**src/hdl/tvn_pkg.sv**
```systemverilog
package tvn_pkg;

  localparam int unsigned FRAC_W = 16;
  localparam int unsigned VAL_W  = 7;
  localparam int unsigned WGT_W  = FRAC_W + 1;
  localparam int unsigned EX_W   = 23;
  localparam int unsigned EY_W   = 39;
  localparam int unsigned ACC_W  = 55;
  localparam int unsigned SPLIT  = 20;
  localparam int unsigned NOISE_W = 15;
  localparam int unsigned NOISE_LSB = 40;

  localparam logic MODE_WRITE  = 1'b0;
  localparam logic MODE_SAMPLE = 1'b1;

  localparam logic [WGT_W-1:0] WGT_ONE = WGT_W'(1) << FRAC_W;

  localparam logic [ACC_W-1:0] SHADE_T1 = ACC_W'(20) << 48;
  localparam logic [ACC_W-1:0] SHADE_T2 = ACC_W'(40) << 48;
  localparam logic [ACC_W-1:0] SHADE_T3 = ACC_W'(60) << 48;
  localparam logic [ACC_W-1:0] SHADE_T4 = ACC_W'(80) << 48;

  localparam logic [2:0] SHADE_0 = 3'd0;
  localparam logic [2:0] SHADE_1 = 3'd1;
  localparam logic [2:0] SHADE_2 = 3'd2;
  localparam logic [2:0] SHADE_3 = 3'd3;
  localparam logic [2:0] SHADE_4 = 3'd4;

  typedef struct packed {
    logic              mode;
    logic [3:0]        cell_x;
    logic [3:0]        cell_y;
    logic [3:0]        cell_z;
    logic [VAL_W-1:0]  lattice_value;
    logic [FRAC_W-1:0] pos_x;
    logic [FRAC_W-1:0] pos_y;
    logic [FRAC_W-1:0] pos_z;
  } req_t;

  typedef struct packed {
    logic [NOISE_W-1:0] noise_value;
    logic [2:0]         shade_level;
  } rsp_t;

  typedef struct packed {
    logic valid;
    logic mode;
  } ctl_t;

  typedef struct packed {
    logic [FRAC_W-1:0] fx;
    logic [FRAC_W-1:0] fy;
    logic [FRAC_W-1:0] fz;
  } frac_t;

  typedef logic [7:0][VAL_W-1:0] corner_t;

endpackage

```
**src/hdl/tvn_split.sv**
```systemverilog
module tvn_split #(
  parameter int unsigned GRID_SIZE = 16,
  parameter int unsigned CW = $clog2(GRID_SIZE)
) (
  input  logic                        clk_i,
  input  logic                        rst_ni,
  input  logic                        en_i,
  input  logic                        valid_i,
  input  tvn_pkg::req_t               req_i,
  output tvn_pkg::ctl_t               ctl_o,
  output logic [2:0][CW-1:0]          lo_o,
  output logic [2:0][CW-1:0]          hi_o,
  output logic [3*CW-1:0]             wr_addr_o,
  output logic [tvn_pkg::VAL_W-1:0]   wr_data_o,
  output tvn_pkg::frac_t              frac_o
);

  localparam int unsigned SW = tvn_pkg::FRAC_W + $clog2(GRID_SIZE + 1);
  localparam int unsigned XW = (CW > 4) ? CW : 4;
  localparam logic [CW:0] GRID_M = (CW + 1)'(GRID_SIZE);

  function automatic logic [3:0] wrap_cell(logic [3:0] c);
    logic [6:0] v;
    v = {3'b000, c};
    for (int i = 0; i < 8; i++) begin
      if (v >= 7'(GRID_SIZE)) begin
        v = v - 7'(GRID_SIZE);
      end
    end
    return v[3:0];
  endfunction

  logic [2:0][tvn_pkg::FRAC_W-1:0] pos;
  logic [2:0][SW-1:0]              scaled;
  logic [2:0][CW-1:0]              lo_d, hi_d;
  logic [2:0][CW:0]                nxt;
  logic [2:0][XW-1:0]              wcell;
  tvn_pkg::ctl_t                   ctl_q;
  logic [2:0][CW-1:0]              lo_q, hi_q;
  logic [3*CW-1:0]                 wr_addr_q;
  logic [tvn_pkg::VAL_W-1:0]       wr_data_q;
  tvn_pkg::frac_t                  frac_q;

  assign pos[0] = req_i.pos_x;
  assign pos[1] = req_i.pos_y;
  assign pos[2] = req_i.pos_z;

  always_comb begin
    for (int a = 0; a < 3; a++) begin
      scaled[a] = SW'(pos[a]) * SW'(GRID_SIZE);
      lo_d[a]   = scaled[a][tvn_pkg::FRAC_W +: CW];
      nxt[a]    = {1'b0, lo_d[a]} + (CW + 1)'(1);
      hi_d[a]   = (nxt[a] == GRID_M) ? '0 : nxt[a][CW-1:0];
    end
    wcell[0] = XW'(wrap_cell(req_i.cell_x));
    wcell[1] = XW'(wrap_cell(req_i.cell_y));
    wcell[2] = XW'(wrap_cell(req_i.cell_z));
  end

  always_ff @(posedge clk_i or negedge rst_ni) begin
    if (!rst_ni) begin
      ctl_q <= '0;
    end else if (en_i) begin
      ctl_q.valid <= valid_i;
      ctl_q.mode  <= req_i.mode;
    end
  end

  always_ff @(posedge clk_i) begin
    if (en_i) begin
      lo_q      <= lo_d;
      hi_q      <= hi_d;
      wr_addr_q <= {wcell[0][CW-1:0], wcell[1][CW-1:0], wcell[2][CW-1:0]};
      wr_data_q <= req_i.lattice_value;
      frac_q.fx <= scaled[0][tvn_pkg::FRAC_W-1:0];
      frac_q.fy <= scaled[1][tvn_pkg::FRAC_W-1:0];
      frac_q.fz <= scaled[2][tvn_pkg::FRAC_W-1:0];
    end
  end

  assign ctl_o     = ctl_q;
  assign lo_o      = lo_q;
  assign hi_o      = hi_q;
  assign wr_addr_o = wr_addr_q;
  assign wr_data_o = wr_data_q;
  assign frac_o    = frac_q;

endmodule

```
**config.mk**
```make
export PLATFORM = sky130hd
export DESIGN_NAME = tvn_split
export DESIGN_NICKNAME = d
export VERILOG_FILES = /design/src/hdl/tvn_pkg.sv /design/src/hdl/tvn_split.sv
export SDC_FILE = /design/constraint.sdc
export NUM_CORES = 1
export LEC_CHECK = 0
export BUFFER_PORTS_ARGS = -buffer_cell sky130_fd_sc_hd__buf_2
export CAP_MARGIN = 20
export CORE_MARGIN = 4
export CORE_UTILIZATION = 40
export CTS_CLUSTER_DIAMETER = 60
export DETAILED_ROUTE_END_ITERATION = 10
export PLACE_DENSITY = 0.75
export SLEW_MARGIN = 40
export SYNTH_ARGS = -nofsm -noshare
export SYNTH_HDL_FRONTEND = slang
export SYNTH_SLANG_ARGS = --single-unit
```
**constraint.sdc**
```tcl
create_clock -name clk_i -period 0.8 [get_ports clk_i]
set_input_delay 0.16 -clock clk_i [delete_from_list [all_inputs] [get_ports clk_i]]
set_output_delay 0.16 -clock clk_i [all_outputs]
set_load 0.01 [all_outputs]
```
==> run_results.csv, run 1 <==
group,metric,value,unit
placed_design,dpl.cell_count,354,
final_layout,multiInputGateArea,233,um2
placed_design,hpwl,4860,um
floorplanning,fp.coreArea,0.00649,mm2
final_layout,nets,419,
final_layout,n_antenna_cell,0,
sta,rsz0062_at_grt,"true",
sta,min_period,1.11,ns
worst_hold_path,worstHoldStart,"req_i[13]",
critical_path,critPathKind,"register to output pin",
status,violations,"setup timing",
power_and_ir_drop,netSwitchingFraction,0.225,
power_and_ir_drop,power.leakage,1.96,nW
clock_tree,cts_tree,"built",
grt,grt_overflow_total,0,
synth,synth_area,0.00273,mm2
power_and_ir_drop,switchingPower,2.25,mW
floorplanning,ios,165,
critical_path,crit_path_start_kind,"register",
detailed_routing,via_per_inst,4.58,
sta,hold_violations,0,
sta,drv_slew,0,
job,max_cap_violations,0,
final_layout,drive_gt1_frac,0.530,
critical_path,cp_num_buf_inv,1,
critical_path,cp_cell_sequence,"buf_2",
critical_path,r2r-start,"ctl_o[0]",
worst_hold_path,min_to,"lo_o[9]",
placed_design,placed_cell_area,0.00364,mm2
critical_path,r2r_cells,1,
clock_tree,clkLatencyLatePin,0.34,ns
worst_hold_path,hold_class,"input pin to register",
synth,yosysUniqueCellTypes,11,
power_and_ir_drop,p_comb_frac,0.126,
clock_tree,postCtsSetupBuffers,0,
final_layout,layout.cells.non_filler,426,
sta,finClkSkew,0,ns
clock_tree,clockBufferDepth,2,
detailed_routing,post_drt_wl_per_cell,19.5,um
final_layout,n_fill_cell,404,
final_layout,seq_area,0.00242,mm2
worst_hold_path,worstHoldPathCells,1,
final_layout,syn2layout_area_growth,64.0,%
floorplanning,initial_utilization,0.420,
sta,period_share,1.38,
power_and_ir_drop,internal_power,7.75,mW
grt,grt_pass1_vias,2066,
detailed_routing,vias,1952,
grt,grt_max_degree,28,
power_and_ir_drop,irDropWorstVdd,0.768,mV
placed_design,pre_cts_slack,-0.133,ns
floorplanning,die_w,90.6,um
critical_path,crit_slowest_cell,"edfxtp_1",
floorplanning,die_h,90.6,um
critical_path,max_stage_delay,0.43,ns
critical_path,crit_arrival,0.95,ns
detailed_routing,drt_wl_total,8300,um
detailed_routing,drtPass1Iterations,5,
detailed_routing,post-route-drc-count,0,
sta,setup_violations,81,
placed_design,port_buffers,152,
power_and_ir_drop,clockPowerShare,0.358,
clock_tree,cts_sinks,81,
grt,grtUsageTotal,0.197,
synth,syn_inst,117,
power_and_ir_drop,p_total,10.0,mW
clock_tree,clk_pin_slew,0.08,ns
synth,ys_warn_count,0,
detailed_routing,drt_first_iter_violations,80,
synth,ys_seq_elements,81,
critical_path,cpLargestDelayFamily,"flip-flops",
critical_path,r2r_end,"ctl_o[0]",
critical_path,regToRegSetupSlack,0.01,ns
critical_path,cp_max_fo,1,
clock_tree,cts_root_buf,"clkbuf_8",
clock_tree,htreeDepth,3,
power_and_ir_drop,seq_power_share,0.516,
grt,antenna_found_initial,0,
grt,grt_first_pass_wirelength,12100,um
floorplanning,die_area,0.00820,mm2
status,outcome,"complete, but fails checks",
clock_tree,numCtsBuffers,9,
final_layout,fin_area,0.00447,mm2
synth,syn_avg_cell_area,23.3,um2
critical_path,cp-end-kind,"output pin",
floorplanning,rows,29,
sta,max_freq,904,MHz
critical_path,worst_ep_required_time,0.64,ns
detailed_routing,antenna_left,0,
synth,yosysSeqAreaShare,0.888,
power_and_ir_drop,power.density,2240,mW/mm2
placed_design,gp_congestion,0.733,
sta,finalSetupTns,-18.72,ns
sta,fin_ws,-0.306,ns
[kinds of logic after synthesis]
group                      share of synthesized area
buffers and inverters                         0.0413
AOI/OAI and AO/OA                            0.00688
DFF                                            0.888
and+or+nand+nor                               0.0124
adders and majority gates                     0.0138
muxes                                        0.00826
other                                        0.00138
xor gates and xnor gates                      0.0275
[how the worst max path moves through the flow]
stage / cells past startpoint / slack [ns] / endpoint / start
after floorplan: 1 / 0.03 / ctl_o[0] / ctl_o[0]
final: 1 / -0.31 / frac_o[20] / frac_o[20]
after global routing: 1 / -0.32 / frac_o[20] / frac_o[20]
after global placement: 2 / -0.11 / lo_o[10] / en_i
after CTS: 1 / -0.28 / wr_data_o[0] / wr_data_o[0]
after detailed placement: 4 / -0.13 / hi_o[5] / req_i[28]
[synth_stat cells (all sizes together)]
cell     n  area [um2]
a31oi    3        18.8
and3     3        33.8
buf     12        90.1
conb     1        3.75
dfrtp    2        50.1
edfxtp  79        2370
ha       3        37.5
inv      6        22.5
mux2     2        22.5
xor2     6        75.1
[layout by cell type, fill, tap and decap left out]
cell	instances
buf_2	147
edfxtp_1	79
dlygate4sd3_1	56
conb_1	12
clkbuf_8	9
buf_4	7
inv_1	6
buf_6	4
xor2_1	3
and3_4	3
a31oi_1	3
xor2_2	3
ha_1	3
bufinv_16	3
buf_12	3
mux2_2	2
clkinvlp_4	2
dfrtp_1	2
clkinv_2	1
clkinv_4	1
[metrics by stage]
step,util,hold WS (ns)
6_report,0.688,0.0220
5_1_grt,0.688,0.0102
4_1_cts,0.684,0.00163
3_5_place_dp,0.561,-0.0466
3_3_place_gp,0.561,-0.0505
2_1_floorplan,-,-0.136
[final cells by class]
class,count,share of cell area
tap,77,0.0216
clock inverter,7,0.0266
inverter,6,0.00504
multi-input combinational,29,0.0521
timing repair buffer,217,0.325
sequential,81,0.542
clock buffer,9,0.0277
[state kept, by name, summed over array words and instances, names as in the netlist]
register,cells
ctl_o,2
frac_o,36
hi_o,12
lo_o,12
wr_addr_o,12
wr_data_o,7
[metal layers]
metal,vias up,part of all wire,global-route usage
met5,-,0,0
met4,0,0.019,0.0765
met3,16,0.086,0.0692
met2,116,0.54,0.363
met1,948,0.35,0.203
li1,872,-,-
[power groups by stage]
stage | clock network [mW] | registers (mW) | logic, mW
floorplan | 0 | 5.43 | 0.141
global placement | 0 | 5.21 | 0.966
detailed placement | 0 | 5.22 | 0.995
CTS | 3.61 | 5.13 | 1.22
global route | 3.83 | 5.19 | 1.34
finish | 3.58 | 5.16 | 1.26
[timing repair]
item                       4_1_cts  5_1_grt
resized for setup                2        4
setup endpoints to repair       81       81
cloned                           0        0
hold buffers                    55        1
hold endpoints to repair        56        1
No activity file was read; power rests on OpenSTA's default activity.
==> inputs of run 2 (changes only) <==
Settings changed: CORE_ASPECT_RATIO set to 1.25.
==> run 2 against run 1 <==
Net effect:
- register-to-register slack improved by 0.04 ns
- combinational power shrank 4%
- clock skew did not move
- the run still ends with setup timing left
==> run_results.csv, run 2 (same netlist as run 1, synthesis figures left out) <==
group,metric,value,unit
power_and_ir_drop,internal_power,7.41,mW
clock_tree,cts_root_buf,"clkbuf_8",
detailed_routing,post_drt_wl_per_cell,15.8,um
sta,finClkSkew,0,ns
placed_design,pre_cts_slack,-0.119,ns
power_and_ir_drop,netSwitchingFraction,0.217,
critical_path,crit_path_start_kind,"register",
grt,grt_max_degree,32,
critical_path,max_stage_delay,0.41,ns
critical_path,cp_cell_sequence,"buf_2",
sta,hold_violations,0,
clock_tree,cts_sinks,81,
critical_path,worst_ep_required_time,0.64,ns
critical_path,cpLargestDelayFamily,"flip-flops",
floorplanning,die_h,100,um
detailed_routing,drt_first_iter_violations,78,
placed_design,dpl.cell_count,365,
final_layout,syn2layout_area_growth,62.5,%
worst_hold_path,hold_class,"input pin to register",
power_and_ir_drop,power.density,2140,mW/mm2
power_and_ir_drop,power.leakage,1.94,nW
critical_path,cp-end-kind,"output pin",
detailed_routing,vias,1848,
final_layout,largest_reg_flops,36,
final_layout,final_common_cell,"buf_2",
placed_design,port_buffers,152,
final_layout,nets,420,
critical_path,crit_arrival,0.91,ns
grt,grt_pass1_vias,1914,
job,max_cap_violations,0,
clock_tree,htreeDepth,3,
detailed_routing,drtPass1Iterations,4,
final_layout,mostFrequentLayoutCells,"buf_2 (150), edfxtp_1 (79), dlygate4sd3_1 (56)",
power_and_ir_drop,switchingPower,2.05,mW
power_and_ir_drop,clockPowerShare,0.331,
floorplanning,rows,33,
grt,grt_first_pass_wirelength,9670,um
status,violations,"setup timing",
detailed_routing,post-route-drc-count,0,
critical_path,crit_slowest_cell,"edfxtp_1",
power_and_ir_drop,irDropWorstVdd,1.12,mV
critical_path,critPathKind,"register to output pin",
sta,setup_violations,81,
clock_tree,clk_pin_slew,0.08,ns
sta,finalSetupTns,-16.68,ns
floorplanning,die_w,81.8,um
floorplanning,die_area,0.00821,mm2
power_and_ir_drop,p_total,9.46,mW
sta,drv_slew,0,
final_layout,drive_gt1_frac,0.526,
sta,period_share,1.34,
clock_tree,clkLatencyLatePin,0.33,ns
sta,rsz0062_at_grt,"true",
critical_path,cp_max_fo,1,
power_and_ir_drop,p_comb_frac,0.128,
grt,grt_overflow_total,0,
critical_path,cp_num_buf_inv,1,
placed_design,gp_congestion,0.674,
detailed_routing,drt_wl_total,6920,um
grt,antenna_found_initial,0,
detailed_routing,antenna_left,0,
sta,fin_ws,-0.269,ns
power_and_ir_drop,seq_power_share,0.542,
floorplanning,fp.coreArea,0.00661,mm2
final_layout,layout.cells.non_filler,438,
sta,max_freq,936,MHz
detailed_routing,via_per_inst,4.22,
placed_design,hpwl,4830,um
clock_tree,clockBufferDepth,2,
sta,min_period,1.07,ns
floorplanning,initial_utilization,0.413,
status,outcome,"complete, but fails checks",
clock_tree,numCtsBuffers,9,
clock_tree,cts_tree,"built",
final_layout,n_fill_cell,498,
clock_tree,postCtsSetupBuffers,0,
floorplanning,ios,165,
grt,grtUsageTotal,0.166,
run 2: metrics by stage:
step,area [um2],hold slack (ns),util
after floorplan,2770,-0.136,-
after global placement,3650,-0.0523,0.552
after detailed placement,3650,-0.0488,0.552
after CTS,4410,0.00475,0.668
after global routing,4430,0.0116,0.670
final,4430,0.0369,0.671
run 2: layout make-up:
| class | instances | area (um2) | area share |
|---|---|---|---|
| Tap cell | 87 | 109 | 0.0246 |
| Multi-Input combinational cell | 29 | 233 | 0.0525 |
| Antenna cell | 1 | 2.50 | 0.000565 |
| Inverter | 6 | 22.5 | 0.00508 |
| Clock inverter | 5 | 80.1 | 0.0181 |
| Clock buffer | 11 | 131 | 0.0297 |
| Sequential cell | 81 | 2420 | 0.547 |
| Timing Repair Buffer | 218 | 1430 | 0.323 |
run 2: routing by layer:
layer,routed length [um],vias to the layer above,GRT usage
li1,-,871,-
met1,2240,880,0.157
met2,4040,79,0.314
met3,453,18,0.0386
met4,191,0,0.0959
met5,0,-,0
run 2: power groups by stage:
stage | sequential (mW) | clock (mW) | combinational (mW)
finish | 5.13 | 3.13 | 1.21
CTS | 5.13 | 3.23 | 1.21
global route | 5.16 | 3.41 | 1.30
detailed placement | 5.22 | 0 | 0.994
floorplan | 5.43 | 0 | 0.141
global placement | 5.20 | 0 | 0.970
run 2: what timing repair did:
| action | in CTS | in global routing |
|---|---|---|
| hold buffers | 55 | 1 |
| hold endpoints to repair | 56 | 1 |
| setup endpoints to repair | 81 | 81 |
| gates resized for setup | 0 | 2 |
run 2: path summary, 6_finish.rpt:
check                           startpoint          to  slack, ns  cells past startpoint
worst max-delay path            frac_o[29]  frac_o[29]      -0.27                      1
worst min-delay path             req_i[29]     lo_o[5]       0.04                      1
worst max register to register    ctl_o[1]    ctl_o[1]       0.05                      1
worst min register to register    ctl_o[0]    ctl_o[0]       0.51                      1
max in group asynchronous           rst_ni    ctl_o[0]       0.57                      2
min in group asynchronous           rst_ni    ctl_o[1]       0.13                      2
==> inputs of run 3 (changes only) <==
Clock period 0.8 ns to 1.04 ns, I/O delays scaled along.
==> run 3 against run 2 <==
Net effect:
- the flow still finishes with violations (setup timing)
- final cell count fell by 14%
- core utilization fell by 9.3 points
- non-clock buffer count fell by 61
- clock power fell by 32%
- largest power group unchanged
- largest cell class unchanged
- power fell by 28%
- wire length fell by 13%
- sequential share of layout area rose by 8.8 points
- register-to-register slack improved by 0.25 ns
- sequential power fell by 23%
- die area did not move
- worst setup slack improved by 0.22 ns
==> run_results.csv, run 3 (same netlist as run 1, synthesis figures left out) <==
group,metric,value,unit
critical_path,cpLargestDelayFamily,"flip-flops",
final_layout,syn2layout_area_growth,40.1,%
placed_design,dpl.cell_count,359,
detailed_routing,drt_wl_total,6040,um
clock_tree,htreeDepth,3,
placed_design,hpwl,4790,um
final_layout,mostFrequentLayoutCells,"buf_2 (150), edfxtp_1 (79), conb_1 (12)",
sta,rsz0062_at_grt,"true",
floorplanning,die_area,0.00821,mm2
grt,grt_max_degree,30,
worst_hold_path,hold_class,"input pin to register",
floorplanning,rows,33,
sta,hold_violations,0,
detailed_routing,drt_first_iter_violations,58,
clock_tree,cts_root_buf,"clkbuf_8",
final_layout,layout.cells.non_filler,376,
power_and_ir_drop,switchingPower,1.51,mW
detailed_routing,via_per_inst,4.26,
critical_path,cp_max_fo,1,
sta,finClkSkew,0,ns
sta,drv_slew,0,
critical_path,cp_num_buf_inv,1,
power_and_ir_drop,power.leakage,1.68,nW
critical_path,regToRegSetupSlack,0.30,ns
floorplanning,die_h,100,um
placed_design,port_buffers,152,
critical_path,crit_slowest_cell,"edfxtp_1",
sta,max_freq,917,MHz
sta,setup_violations,56,
power_and_ir_drop,power.density,1780,mW/mm2
critical_path,r2r-start,"ctl_o[1]",
power_and_ir_drop,seq_power_share,0.578,
grt,grt_pass1_vias,1658,
worst_hold_path,worstHoldStart,"req_i[34]",
final_layout,final_common_cell,"buf_2",
critical_path,crit_path_start_kind,"register",
detailed_routing,post_drt_wl_per_cell,16.1,um
grt,grt_overflow_total,0,
final_layout,drive_gt1_frac,0.609,
sta,period_share,1.05,
status,outcome,"complete, but fails checks",
floorplanning,initial_utilization,0.413,
final_layout,n_antenna_cell,0,
sta,fin_ws,-0.0508,ns
clock_tree,cts_tree,"built",
status,violations,"setup timing",
detailed_routing,antenna_left,0,
sta,min_period,1.09,ns
power_and_ir_drop,clockPowerShare,0.313,
final_layout,n_fill_cell,552,
detailed_routing,post-route-drc-count,0,
critical_path,worstSetupStartpoint,"frac_o[6]",
clock_tree,clkLatencyLatePin,0.33,ns
floorplanning,die_w,81.8,um
final_layout,nets,359,
clock_tree,cts_sinks,81,
critical_path,cp-end-kind,"output pin",
detailed_routing,drtPass1Iterations,4,
final_layout,post-route-util,0.578,
detailed_routing,vias,1603,
critical_path,critPathKind,"register to output pin",
power_and_ir_drop,irDropWorstVdd,0.935,mV
clock_tree,numCtsBuffers,9,
power_and_ir_drop,netSwitchingFraction,0.222,
critical_path,crit_arrival,0.88,ns
floorplanning,ios,165,
power_and_ir_drop,internal_power,5.30,mW
power_and_ir_drop,p_comb_frac,0.109,
clock_tree,clockBufferDepth,2,
clock_tree,postCtsSetupBuffers,0,
critical_path,cp_cell_sequence,"buf_2",
final_layout,largest_reg_flops,36,
grt,grtUsageTotal,0.145,
critical_path,max_stage_delay,0.39,ns
critical_path,worst_ep_required_time,0.83,ns
sta,finalSetupTns,-0.828,ns
placed_design,gp_congestion,0.679,
grt,grt_first_pass_wirelength,8460,um
clock_tree,clk_pin_slew,0.08,ns
grt,antenna_found_initial,0,
job,max_cap_violations,0,
floorplanning,fp.coreArea,0.00661,mm2
[run 3: cell count changes in the layout (fill, tap and decap cells not counted)]
cell           before  now
bufinv_16           2    1
clkinv_2            1    0
diode_2             1    0
dlygate4sd3_1      56    1
buf_4               9    2
inv_6               0    1
clkbuf_1            2    1
clkinv_1            0    3
buf_12              2    3
clkinvlp_4          2    1
[run 3: worst paths after layout]
path | to | cells past startpoint
max reg2reg | ctl_o[1] | 1
min reg2reg | ctl_o[0] | 1
max in group asynchronous | ctl_o[1] | 2
min in group asynchronous | ctl_o[0] | 2
min | frac_o[38] | 1
max | frac_o[6] | 1
[run 3: layer usage]
metal / GRT usage / wire (um)
met4: 0.0754 / 141
met1: 0.147 / 2000
met5: 0 / 0
met2: 0.267 / 3480
met3: 0.0341 / 414
[run 3: final cells by class]
class	count	area (um2)	share of cell area
well taps	87	109	0.0285
clock buffers	10	128	0.0334
clock inverters	6	57.6	0.0151
inverters	6	22.5	0.00590
flip-flops and latches	81	2420	0.634
repair buffers	157	847	0.222
multi-input cells	29	233	0.0609
[run 3: power groups by stage]
stage / sequential (mW) / combinational, mW / clock [mW]
floorplan: 4.17 / 0.108 / 0
global placement: 4.00 / 0.737 / 0
detailed placement: 4.02 / 0.752 / 0
CTS: 3.95 / 0.756 / 2.21
global route: 3.96 / 0.805 / 2.34
finish: 3.94 / 0.742 / 2.13
[run 3: metrics by stage]
| step | cell area [um2] | power, mW | hold slack (ns) | setup slack [ns] |
|---|---|---|---|---|
| detailed placement | 3620 | 4.77 | -0.00150 | 0.0590 |
| global route | 3820 | 7.11 | 0.0259 | -0.0967 |
| finish | 3820 | 6.81 | 0.0451 | -0.0508 |
| CTS | 3810 | 6.91 | 0.0251 | -0.0743 |
| floorplan | 2770 | 4.28 | -0.0876 | 0.230 |
| global placement | 3620 | 4.74 | -0.00365 | 0.0821 |
[run 3: timing repair]
action | 4_1_cts | 5_1_grt
endpoints found under the setup margin | 81 | 81
hold endpoints to repair | 2 | 0
resized for setup | 0 | 2
hold buffers | 1 | 0
